**src/hw/rtl/rnkasg_pkg.sv**
```systemverilog
package rnkasg_pkg;

    localparam int MAX_ITEMS = 64;
    localparam int IDX_W     = $clog2(MAX_ITEMS);
    localparam int VAL_W     = 32;
    localparam int CNT_W     = 7;
    localparam int POS_W     = 6;
    localparam int IN_W      = 32;
    localparam int OUT_W     = 16;

    typedef enum logic [1:0] {
        ST_LOAD,
        ST_WAIT,
        ST_DRAIN
    } ra_state_t;

    // Signals that reach every cell alike.
    typedef struct packed {
        logic                    store;
        logic signed [VAL_W-1:0] value;
        logic                    shift;
        logic [CNT_W-1:0]        add_val;
    } cell_bcast_t;

    // Signals decoded for one cell.
    typedef struct packed {
        logic occupied;
        logic write_sel;
        logic add_sel;
    } cell_ctrl_t;

endpackage

```
**src/hw/rtl/rnkasg_cell.sv**
```systemverilog
module rnkasg_cell
    import rnkasg_pkg::*;
(
    input  logic             clk,
    input  cell_bcast_t      bcast,
    input  cell_ctrl_t       ctrl,
    input  logic [CNT_W-1:0] count_in,
    output logic             le,
    output logic [CNT_W-1:0] count_out
);

    logic signed [VAL_W-1:0] val_reg;
    logic signed [VAL_W-1:0] val_next;
    logic [CNT_W-1:0]        count_reg;
    logic [CNT_W-1:0]        count_next;
    logic                    gt;
    logic [CNT_W-1:0]        base;
    logic [CNT_W-1:0]        inc;
    logic [CNT_W-1:0]        add;

    assign gt = val_reg > bcast.value;
    assign le = ctrl.occupied & ~gt;

    always_comb
    begin
        base = (bcast.store && ctrl.write_sel) ? '0 : count_reg;
        inc  = (bcast.store && ctrl.occupied && gt) ? CNT_W'(1) : '0;
        add  = ctrl.add_sel ? bcast.add_val : '0;
        if (bcast.shift)
        begin
            count_next = count_in;
        end
        else
        begin
            count_next = base + inc + add;
        end
        val_next = (bcast.store && ctrl.write_sel) ? bcast.value : val_reg;
    end

    always_ff @(posedge clk)
    begin
        val_reg   <= val_next;
        count_reg <= count_next;
    end

    assign count_out = count_reg;

endmodule

```
**config.mk**
```make
export PLATFORM = sky130hd
export DESIGN_NAME = rnkasg_cell
export DESIGN_NICKNAME = d
export VERILOG_FILES = /design/src/hw/rtl/rnkasg_pkg.sv /design/src/hw/rtl/rnkasg_cell.sv
export SDC_FILE = /design/constraint.sdc
export NUM_CORES = 1
export LEC_CHECK = 0
export BUFFER_PORTS_ARGS = -buffer_cell sky130_fd_sc_hd__buf_4
export CORE_MARGIN = 5
export CORE_UTILIZATION = 50
export CTS_BUF_LIST = sky130_fd_sc_hd__clkbuf_4
export DETAILED_ROUTE_END_ITERATION = 8
export HOLD_SLACK_MARGIN = 0.1
export PLACE_DENSITY = 0.87
export SYNTH_ARGS = -nofsm -noshare
export SYNTH_HDL_FRONTEND = slang
export SYNTH_SLANG_ARGS = --single-unit
```
**constraint.sdc**
```tcl
create_clock -name clk -period 3.8 [get_ports clk]
set_input_delay 0.76 -clock clk [delete_from_list [all_inputs] [get_ports clk]]
set_output_delay 0.76 -clock clk [all_outputs]
set_load 0.01 [all_outputs]
```
-- Word level (Yosys, flattened, before mapping)
Index checks and enable logic that the tools add are counted.
- bits in registers: 39
- latch bits: 0
- memory bits (writable): 0
- memory bits (read-only): 0
- bits of input ports: 52
- output and inout bits: 8
- logic and storage cells: 14
- memories kept: 0
- add/sub/neg operators: 2
- $mul: 0
- divide/modulo/power cells: 0
- magnitude comparators: 1
- equality and inequality tests: 0
- shifts and indexed selects: 0
- muxes and demuxes: 4
- bitwise logic cells: 2
- reductions and logical operators: 3
- operators with widths (operator ; number):
    greater-than comparator 32 bit ; 1
    two-way mux 7 bit ; 3
    adder 7 x 1 -> 7 bit ; 1
    adder 7 bit ; 1
    logical AND 1 bit ; 3
    bitwise AND 1 bit ; 1
    two-way mux 1 bit ; 1
    inverter 1 bit ; 1

-- Depth between registers and ports, before layout
Gate-level depths: netlist (run 1).
- word-level depth: 6
- gate-level depth with buffers: 14

-- Worst setup path after synthesis (run 1)
Ideal clock, no wire load.
- path kind: input to register
- from: in bcast[15] (netlist bit)
- to: reg count_reg[6], in the netlist count_out[6]
- arrival: 3.634 ns
- required time: 3.679 ns
- slack: 0.045 ns
- stages on the path: 14
- path through: inv_1 ha_1 a21oi_1 o21ai_0 a221oi_1 a31oi_2 o211a_1 fa_1 fa_1 a21o_1 a21oi_1 o21ai_0 xnor2_1 mux2_2
- word-level cells in the longest chain between the ends: 6
- ends and longest elaborated chain (element ; RTL line ; text):
    start: declaration ; rnkasg_cell.sv:5 ; input cell_bcast_t bcast,
    greater-than comparator 32 bit ; rnkasg_cell.sv:21 ; assign gt = val_reg > bcast.value;
    logical AND 1 bit ; rnkasg_cell.sv:27 ; inc = (bcast.store && ctrl.occupied && gt) ? CNT_W'(1) : '0;
    two-way mux 1 bit ; rnkasg_cell.sv:27 ;
    adder 7 x 1 -> 7 bit ; rnkasg_cell.sv:35 ; count_next = base + inc + add;
    adder 7 bit ; rnkasg_cell.sv:35 ;
    two-way mux 7 bit ; rnkasg_cell.sv:29 ; if (bcast.shift)
    via count_next[6] ; rnkasg_cell.sv:15 ; logic [CNT_W-1:0] count_next;
    end signal: assignment ; rnkasg_cell.sv:43 ; count_reg <= count_next;
    end: declaration ; rnkasg_cell.sv:14 ; logic [CNT_W-1:0] count_reg;
The timed path passes the listed nets, and every way through them passes these cells.
A chain may end at the register's enable or synchronous reset.

-- Worst setup path after layout (run 1)
- from: in bcast[22] (netlist bit)
- to: reg count_reg[6], in the netlist count_out[6]
Same word-level chain as after synthesis.

==> results of run 1 <==
## cell families (layout without fill, tap and decap cells)
family | Yosys count | count (layout) | synth area share [%]
and+or+nand+nor | 51 | 51 | 12.1
buffers and inverters | 37 | 111 | 5.89
AOI/OAI and AO/OA | 39 | 39 | 10.7
DFF | 39 | 39 | 46.7
adders and majority gates | 39 | 39 | 21.3
xor gates and xnor gates | 5 | 5 | 1.86
muxes | 3 | 3 | 1.43
## repair_timing
item                                    in CTS  in global routing
endpoints found under the hold margin        0                  0
gates resized for setup                      0                  1
endpoints found under the setup margin       0                  1
## metal layers
layer | part of all wire [%] | GRT usage, % | up-vias
li1 | - | - | 904
met1 | 43 | 19.9 | 813
met2 | 48 | 28.6 | 54
met3 | 7.3 | 5.50 | 10
met4 | 1.6 | 5.24 | 0
met5 | 0 | 0 | -
## power by group
part | switching (mW) | total (mW) | internal [mW]
Combinational | 0.123 | 0.268 | 0.144
Clock | 0.137 | 0.272 | 0.135
Sequential | 0.0154 | 0.519 | 0.503
Total | 0.276 | 1.06 | 0.783
## placed cells by master, fill, tap and decap left out
cell and n:
fa_1 2, and2b_1 1, a211o_1 1, nor3_1 2, clkbuf_4 5, o21ai_0 10
xnor2_1 5, or4_1 1, buf_4 67, nand2_1 12, a21oi_1 12, inv_1 36
nand3_1 4, nand4_1 7, mux2_2 3, bufinv_16 1, nor4_1 1, a211oi_1 3
nor2_1 4, a21o_1 4, clkinv_2 1, a31o_2 1, o211a_1 2, nor3b_1 2
clkinv_1 1, a31oi_2 1, or3b_2 1, and2_1 12, nand2b_1 1, nor2b_1 2
ha_1 37, edfxtp_1 32, nand4_2 1, a221oi_2 1, a21boi_0 1, o2111ai_1 1
o21bai_1 2, dfxtp_1 7
## path summary, 6_finish.rpt
path / start / to / slack [ps] / cells after the start
worst max-delay path: bcast[22] / count_out[6] / 200 / 15
worst min-delay path: bcast[11] / val_reg[3] / 590 / 1
worst max register to register: val_reg[14] / count_out[6] / 320 / 13
worst min register to register: count_out[6] / count_out[6] / 750 / 4
## final cells by class
type | count | share of cell area [%]
Multi-Input combinational cell | 137 | 37.4
Sequential cell | 39 | 36.6
Timing Repair Buffer | 67 | 16.7
Inverter | 36 | 4.49
Tap cell | 54 | 2.25
Clock inverter | 3 | 1.29
Clock buffer | 5 | 1.25
## metrics by stage
step | std cells | worst slack [ps] | TNS (ps) | area [um^2]
after floorplan | 213 | 45.4 | 0 | 2360
after global placement | 333 | -129 | -129 | 2930
after detailed placement | 333 | -169 | -184 | 2930
after CTS | 341 | 210 | 0 | 3000
after global routing | 341 | 16.6 | 0 | 3010
final | 341 | 198 | 0 | 3010
==> results.py, run 1 <==
metrics = {
    "floorplan": {
        "die-area_um2": 6190,
        "start_util_pct": 50.6,
        "io_pins": 60,
        "die_x_um": 78.7,
        "core_area_um2": 4660,
        "num_rows": 25,
        "die_height_um": 78.7,
    },
    "place": {
        "gp_congestion": 0.810,
        "hpwl_um": 3870,
        "port_buffers": 59,
    },
    "synth": {
        "synth_edf_count": 32,
        "yosys_warnings": 0,
        "synthTopCellsByCount": "37 x ha_1, 36 x inv_1, 32 x edfxtp_1",
        "synth.distinct_cells": 34,
        "syn_inst": 213,
        "yosys.cell_count.top_type": "ha_1",
        "postSynthAreaPerCell_um2": 11.1,
        "synth_top_cell_by_area": "edfxtp_1",
        "synthesis.nets": 304,
        "ys_ff_latch": 39,
        "async_reset_ff_share_pct": 0,
        "synth_area_leaders": "edfxtp_1 41%, ha_1 20%, dfxtp_1 5.9%",
        "ys.flop_type": "edfxtp_1",
        "ys_seq_area_share_pct": 46.7,
        "yosysTopAreaCellShare_pct": 40.7,
        "synth_area_um2": 2360,
    },
    "finish": {
        "regArea_um2": 1100,
        "largest_reg_flops": 32,
        "multi_input_area_um2": 1120,
        "diodes": 0,
        "nNetsFinal": 377,
        "n_fill_cell": 390,
        "drive_above_1_share_pct": 28.6,
        "area_delta_synth_final_pct": 27.5,
        "final_core_util_pct": 64.5,
    },
    "critical_path": {
        "cp-end-kind": "flop",
        "critical_path.cell_chain": "buf_4 > inv_1 > ha_1 > nand4_1 > nor3_1 > a31o_2 > a21oi_1 > o211a_1 > fa_1 > fa_1 > a21o_1 > a21oi_1 > o21ai_0 > xnor2_1 > mux2_2",
        "cp_num_buf_inv": 2,
        "required_ps": 4040,
        "cp_top_family": "adder cells",
        "worstPathArrival_ps": 3850,
        "cp_max_fo": 3,
        "setup.worst_path.start_class": "primary input",
        "cp_slowest_stage_delay_ps": 400,
        "slowest_stage": "fa_1",
        "critical_path_class": "primary input to flop",
    },
    "routing": {
        "wl_per_cell_um": 13.9,
        "routed_wirelength_um": 4740,
        "ant_nets": 0,
        "vias": 1781,
        "remaining_drc_errors": 0,
        "drtPass1Iterations": 4,
        "vias_per_cell": 5.22,
        "drtIter0Drc": 48,
    },
    "sta": {
        "setup_viol": 0,
        "whs_ps": 594,
        "tightest_slew_ps": 423,
        "report.final.slew_viol_count": 0,
        "period_needed_ps": 3600,
        "clock.fmax_mhz": 278,
        "finalHoldViolCount": 0,
        "relSlewSlack_pct": 71.8,
        "post-route-period-util_pct": 94.8,
        "skew_ps": 9.93,
        "rsz0062_at_grt": "false",
    },
    "global_route": {
        "grt_pass1_wl_um": 8150,
        "grt_pass1_vias": 1916,
        "antenna_found_initial": 0,
        "grt.total_usage_pct": 16.8,
        "grt-ovfl-total": 0,
        "grt_max_degree": 33,
    },
    "power": {
        "vdd_drop_max_v": 0.000210,
        "power_leakage_nw": 1.46,
        "power_density_nw_per_um2": 352,
        "power_mw": 1.06,
    },
    "clock_tree": {
        "clock_path_buffers": 2,
        "clk_latency_ps": 340,
        "cts_root_buf": "clkbuf_4",
        "htree_levels": 2,
        "clkSinkCount": 39,
        "postCtsSetupBuffers": 0,
        "clk_transition_reported_paths_ps": 120,
        "cts_buffers": 5,
        "ctsHoldBuffers": 0,
        "cts_tree": "built",
    },
    "run": {
        "drv_cap": 0,
    },
    "min_path": {
        "hold_class": "primary input to flop",
    },
    "outcome": {
        "run_status": "finished clean",
    },
}
No activity file was read; power rests on OpenSTA's default activity.
==> run 2, diff against run 1 <==
GPL_TIMING_DRIVEN = 0   (was default)
==> results.py, run 2 (same netlist as run 1, synthesis figures left out) <==
metrics = {
    "outcome": {
        "run_status": "finished clean",
    },
    "clock_tree": {
        "clkSinkCount": 39,
        "clock_path_buffers": 2,
        "cts_tree": "built",
        "cts_root_buf": "clkbuf_4",
        "htree_levels": 2,
        "clk_transition_reported_paths_ps": 140,
        "clk_latency_ps": 360,
        "cts_buffers": 5,
    },
    "routing": {
        "routed_wirelength_um": 4810,
        "wl_met2_um": 2270,
        "drtIter0Drc": 95,
        "wl_met3_um": 291,
        "drtPass1Iterations": 4,
        "wl_per_cell_um": 14.4,
        "ant_nets": 0,
        "vias": 1747,
        "vias_per_cell": 5.23,
        "highest_layer": "met4",
        "wl_met1_um": 2190,
        "remaining_drc_errors": 0,
    },
    "sta": {
        "report.final.slew_viol_count": 0,
        "tightest_slew_ps": 1270,
        "setup_viol": 0,
        "whs_ps": 573,
        "clock.fmax_mhz": 274,
        "finalHoldViolCount": 0,
        "post-route-period-util_pct": 96.1,
        "skew_ps": 16.9,
        "rsz0062_at_grt": "false",
        "period_needed_ps": 3650,
        "relSlewSlack_pct": 15.4,
        "setup_ws_ps": 147,
    },
    "power": {
        "power_leakage_nw": 1.43,
        "power_density_nw_per_um2": 379,
        "power_mw": 1.14,
        "vdd_drop_max_v": 0.000226,
    },
    "critical_path": {
        "slowest_stage": "fa_1",
        "cp_max_fo": 3,
        "worstPathArrival_ps": 3900,
        "cp_slowest_stage_delay_ps": 420,
        "setup.worst_path.start_class": "primary input",
        "critical_path_class": "primary input to flop",
        "critical_path.cell_chain": "buf_4 > inv_1 > ha_1 > a21oi_1 > o21ai_0 > a221oi_2 > a31oi_2 > o211a_1 > fa_1 > fa_2 > a21o_1 > a21oi_2 > o21ai_0 > xnor2_1 > mux2_2",
        "crit_top_cell": "o21ai_0",
        "r2r_slack_ps": 250,
        "cp-end-kind": "flop",
        "required_ps": 4050,
    },
    "min_path": {
        "hold_class": "primary input to flop",
    },
    "finish": {
        "final_core_util_pct": 64.3,
        "largest_reg_flops": 32,
        "diodes": 0,
        "nNetsFinal": 370,
        "area_delta_synth_final_pct": 27.1,
        "instances_no_fill": 334,
        "n_fill_cell": 393,
        "drive_above_1_share_pct": 28.2,
        "final_common_cell": "buf_4",
        "mostFrequentLayoutCells": "59 x buf_4, 37 x ha_1, 36 x inv_1",
    },
    "global_route": {
        "grt_pass1_vias": 1824,
        "grt_max_degree": 33,
        "grt.total_usage_pct": 16.7,
        "grt-ovfl-total": 0,
        "antenna_found_initial": 0,
        "grt_pass1_wl_um": 8080,
    },
    "run": {
        "drv_cap": 0,
    },
    "floorplan": {
        "num_rows": 25,
        "start_util_pct": 50.6,
        "die_height_um": 78.7,
        "io_pins": 60,
        "die-area_um2": 6190,
        "core_area_um2": 4660,
        "die_x_um": 78.7,
    },
    "place": {
        "gp_congestion": 0.804,
        "port_buffers": 59,
        "dp_slack_ps": -357,
        "dp.cells": 326,
        "hpwl_um": 3820,
    },
}
[run 2: final timing paths]
kind                     start  depth (start not counted)           end
hold reg to reg   count_out[6]                          4  count_out[6]
hold / removal       bcast[32]                          1   val_reg[24]
setup reg to reg   val_reg[15]                         13  count_out[6]
setup / recovery     bcast[15]                         15  count_out[6]
[run 2: worst max-delay path, delay by kind of cell]
kind            cells  cell delay, ps
mux                 1             250
xor+xnor            1             140
buf+inv             2             120
fa+ha+maj           3            1110
compound gates      8            1530
[run 2: repair_timing]
action / CTS / global route
endpoints found under the setup margin: 0 / 1
hold buffers: 0 / 0
setup buffers: 0 / 0
gates resized for setup: 0 / 5
[run 2: final cells by class]
type / count / area (um^2) / share of cell area [%]
Multi-Input combinational cell: 137 / 1140 / 38.1
Sequential cell: 39 / 1100 / 36.7
Timing Repair Buffer: 59 / 443 / 14.8
Inverter: 36 / 135 / 4.51
Clock inverter: 3 / 67.6 / 2.25
Tap cell: 54 / 67.6 / 2.25
Clock buffer: 5 / 37.5 / 1.25
Buffer: 1 / 3.75 / 0.125
[run 2: layer usage]
layer	up-vias	track usage, %
li1	891	-
met1	805	20.8
met2	43	27.6
met3	8	5.16
met4	0	5.07
met5	-	0
[run 2: report_power, final]
group,internal (mW),switching [mW]
sequential,0.504,0.0153
clock,0.205,0.152
combinational,0.137,0.124
total,0.845,0.291
[run 2: through the flow]
| stage | cell area, um^2 | setup TNS, ps |
|---|---|---|
| global route | 3000 | 0 |
| global placement | 2870 | -451 |
| CTS | 2970 | 0 |
| finish | 3000 | 0 |
| detailed placement | 2870 | -517 |
| floorplan | 2360 | 0 |
==> run 3, diff against run 2 <==
--- a/config.mk
+++ b/config.mk
@@ -9,3 +9,3 @@
 export CORE_MARGIN = 5
-export CORE_UTILIZATION = 50
+export CORE_UTILIZATION = 35
 export CTS_BUF_LIST = sky130_fd_sc_hd__clkbuf_4
@@ -14,3 +14,3 @@
 export HOLD_SLACK_MARGIN = 0.1
-export PLACE_DENSITY = 0.87
+export PLACE_DENSITY = 0.67
 export SYNTH_ARGS = -nofsm -noshare
--- a/constraint.sdc
+++ b/constraint.sdc
@@ -3,2 +3,2 @@
 set_output_delay 0.76 -clock clk [all_outputs]
-set_load 0.01 [all_outputs]
+set_load 0.005 [all_outputs]
==> results.py, run 3 (same netlist as run 1, synthesis figures left out) <==
metrics = {
    "outcome": {
        "run_status": "finished clean",
    },
    "min_path": {
        "hold_class": "primary input to flop",
        "worstHoldStart": "bcast[10]",
        "hold_depth": 1,
        "worst_hold_path.endpoint": "val_reg[2]",
    },
    "clock_tree": {
        "cts_root_buf": "clkbuf_4",
        "clkSinkCount": 39,
        "clk_latency_ps": 350,
        "cts_tree": "built",
        "clock_path_buffers": 2,
        "clk_transition_reported_paths_ps": 120,
        "postCtsSetupBuffers": 0,
        "htree_levels": 2,
        "cts_buffers": 5,
    },
    "critical_path": {
        "setup.worst_path.start_class": "primary input",
        "cp_max_fo": 5,
        "required_ps": 4050,
        "cp-end-kind": "flop",
        "rr_worst_depth": 13,
        "worstPathArrival_ps": 3850,
        "r2r_slack_ps": 330,
        "r2r_end": "count_out[6]",
        "critical_path_class": "primary input to flop",
        "rr_startpoint": "val_reg[31]",
    },
    "finish": {
        "largest_reg_flops": 32,
        "final_core_util_pct": 44.6,
        "multi_input_area_um2": 1150,
        "nNetsFinal": 370,
        "diodes": 0,
        "mostFrequentLayoutCells": "59 x buf_4, 37 x ha_1, 36 x inv_1",
        "drive_above_1_share_pct": 27.9,
        "regArea_um2": 1100,
        "area_delta_synth_final_pct": 26.4,
        "final_common_cell": "buf_4",
        "n_fill_cell": 644,
    },
    "routing": {
        "drtIter0Drc": 33,
        "remaining_drc_errors": 0,
        "vias_per_cell": 4.77,
        "routed_wirelength_um": 4770,
        "wl_per_cell_um": 13.3,
        "ant_nets": 0,
        "vias": 1718,
        "drtPass1Iterations": 4,
    },
    "global_route": {
        "grt.total_usage_pct": 11.6,
        "antenna_found_initial": 0,
        "grt_pass1_wl_um": 7960,
        "grt_max_degree": 33,
        "grt_pass1_vias": 1814,
        "grt-ovfl-total": 0,
    },
    "run": {
        "drv_cap": 0,
    },
    "sta": {
        "setup_ws_ps": 199,
        "period_needed_ps": 3600,
        "whs_ps": 589,
        "rsz0062_at_grt": "false",
        "setup_viol": 0,
        "clock.fmax_mhz": 278,
        "finalSetupTns_ps": 0,
        "relSlewSlack_pct": 15.5,
        "report.final.slew_viol_count": 0,
        "tightest_slew_ps": 1270,
        "skew_ps": 9.99,
        "finalHoldViolCount": 0,
        "post-route-period-util_pct": 94.8,
    },
    "power": {
        "power_density_nw_per_um2": 331,
        "vdd_drop_max_v": 0.000144,
        "power_leakage_nw": 1.41,
    },
    "place": {
        "dp_slack_ps": -337,
        "hpwl_um": 3810,
        "port_buffers": 59,
        "gp_congestion": 0.808,
    },
    "floorplan": {
        "die-area_um2": 8480,
        "core_area_um2": 6680,
        "start_util_pct": 35.3,
        "die_height_um": 92.1,
        "io_pins": 60,
        "num_rows": 30,
        "die_x_um": 92.1,
    },
}
-- run 3: cell types whose count changed in the layout (fill, tap and decap cells not counted) --
cell        previous run  this run
clkbuf_4               5         6
nor3_2                 1         2
nor3_1                 1         0
clkinvlp_4             1         0
clkinv_1               0         2
bufinv_16              2         0
-- run 3: cell type report --
type	count	area share [%]
timing repair buffer	59	14.9
clock buffer	6	1.51
tap	80	3.36
inverter	36	4.53
multi-input combinational	137	38.4
sequential	39	36.9
buffer	1	0.126
clock inverter	2	0.252
-- run 3: per-layer routing --
| layer | part of all wire (%) | vias to the layer above | GRT usage (%) |
|---|---|---|---|
| met3 | 8.6 | 4 | 5.00 |
| met1 | 44 | 772 | 14.4 |
| met5 | 0 | - | 0 |
| li1 | - | 893 | - |
| met2 | 46 | 49 | 18.9 |
| met4 | 0.75 | 0 | 2.60 |
-- run 3: how the worst max path moves through the flow --
stage	startpoint	cells past startpoint	end	slack, ps
after floorplan	bcast[15]	14	count_out[6]	50
after global placement	bcast[15]	15	count_out[6]	-350
after detailed placement	bcast[13]	15	count_out[6]	-340
after CTS	bcast[13]	15	count_out[6]	30
after global routing	bcast[39]	15	count_out[6]	9
final	bcast[39]	15	count_out[6]	200
-- run 3: report_power, final --
group          internal, mW  switching [mW]  total (mW)  leakage [nW]
clock network        0.0759           0.139       0.215        0.0307
registers             0.504          0.0134       0.517         0.359
logic                 0.137           0.119       0.256          1.02
total                 0.717           0.271       0.988          1.41
-- run 3: repair_timing --
action                                  CTS  global route
endpoints found under the setup margin    0             1
resized for setup                         0             6
hold buffers                              0             0
-- run 3: critical path, cell delays in order --
cell     delay [ps]
buf_4            90
inv_1            40
ha_1            320
nand4_2         180
or4_1           560
a211o_1         290
a31oi_2         220
o211a_1         180
fa_1            220
fa_2            230
a21o_1          140
a21oi_2          70
o21ai_0         200
xnor2_1          90
mux2_2          260
-- run 3: per-stage QoR --
stage	cells	cell area [um^2]	power, mW
after floorplan	213	2360	0.671
after global placement	352	2900	0.773
after detailed placement	352	2900	0.779
after CTS	360	2950	0.995
after global routing	360	2980	1.06
final	360	2980	0.988
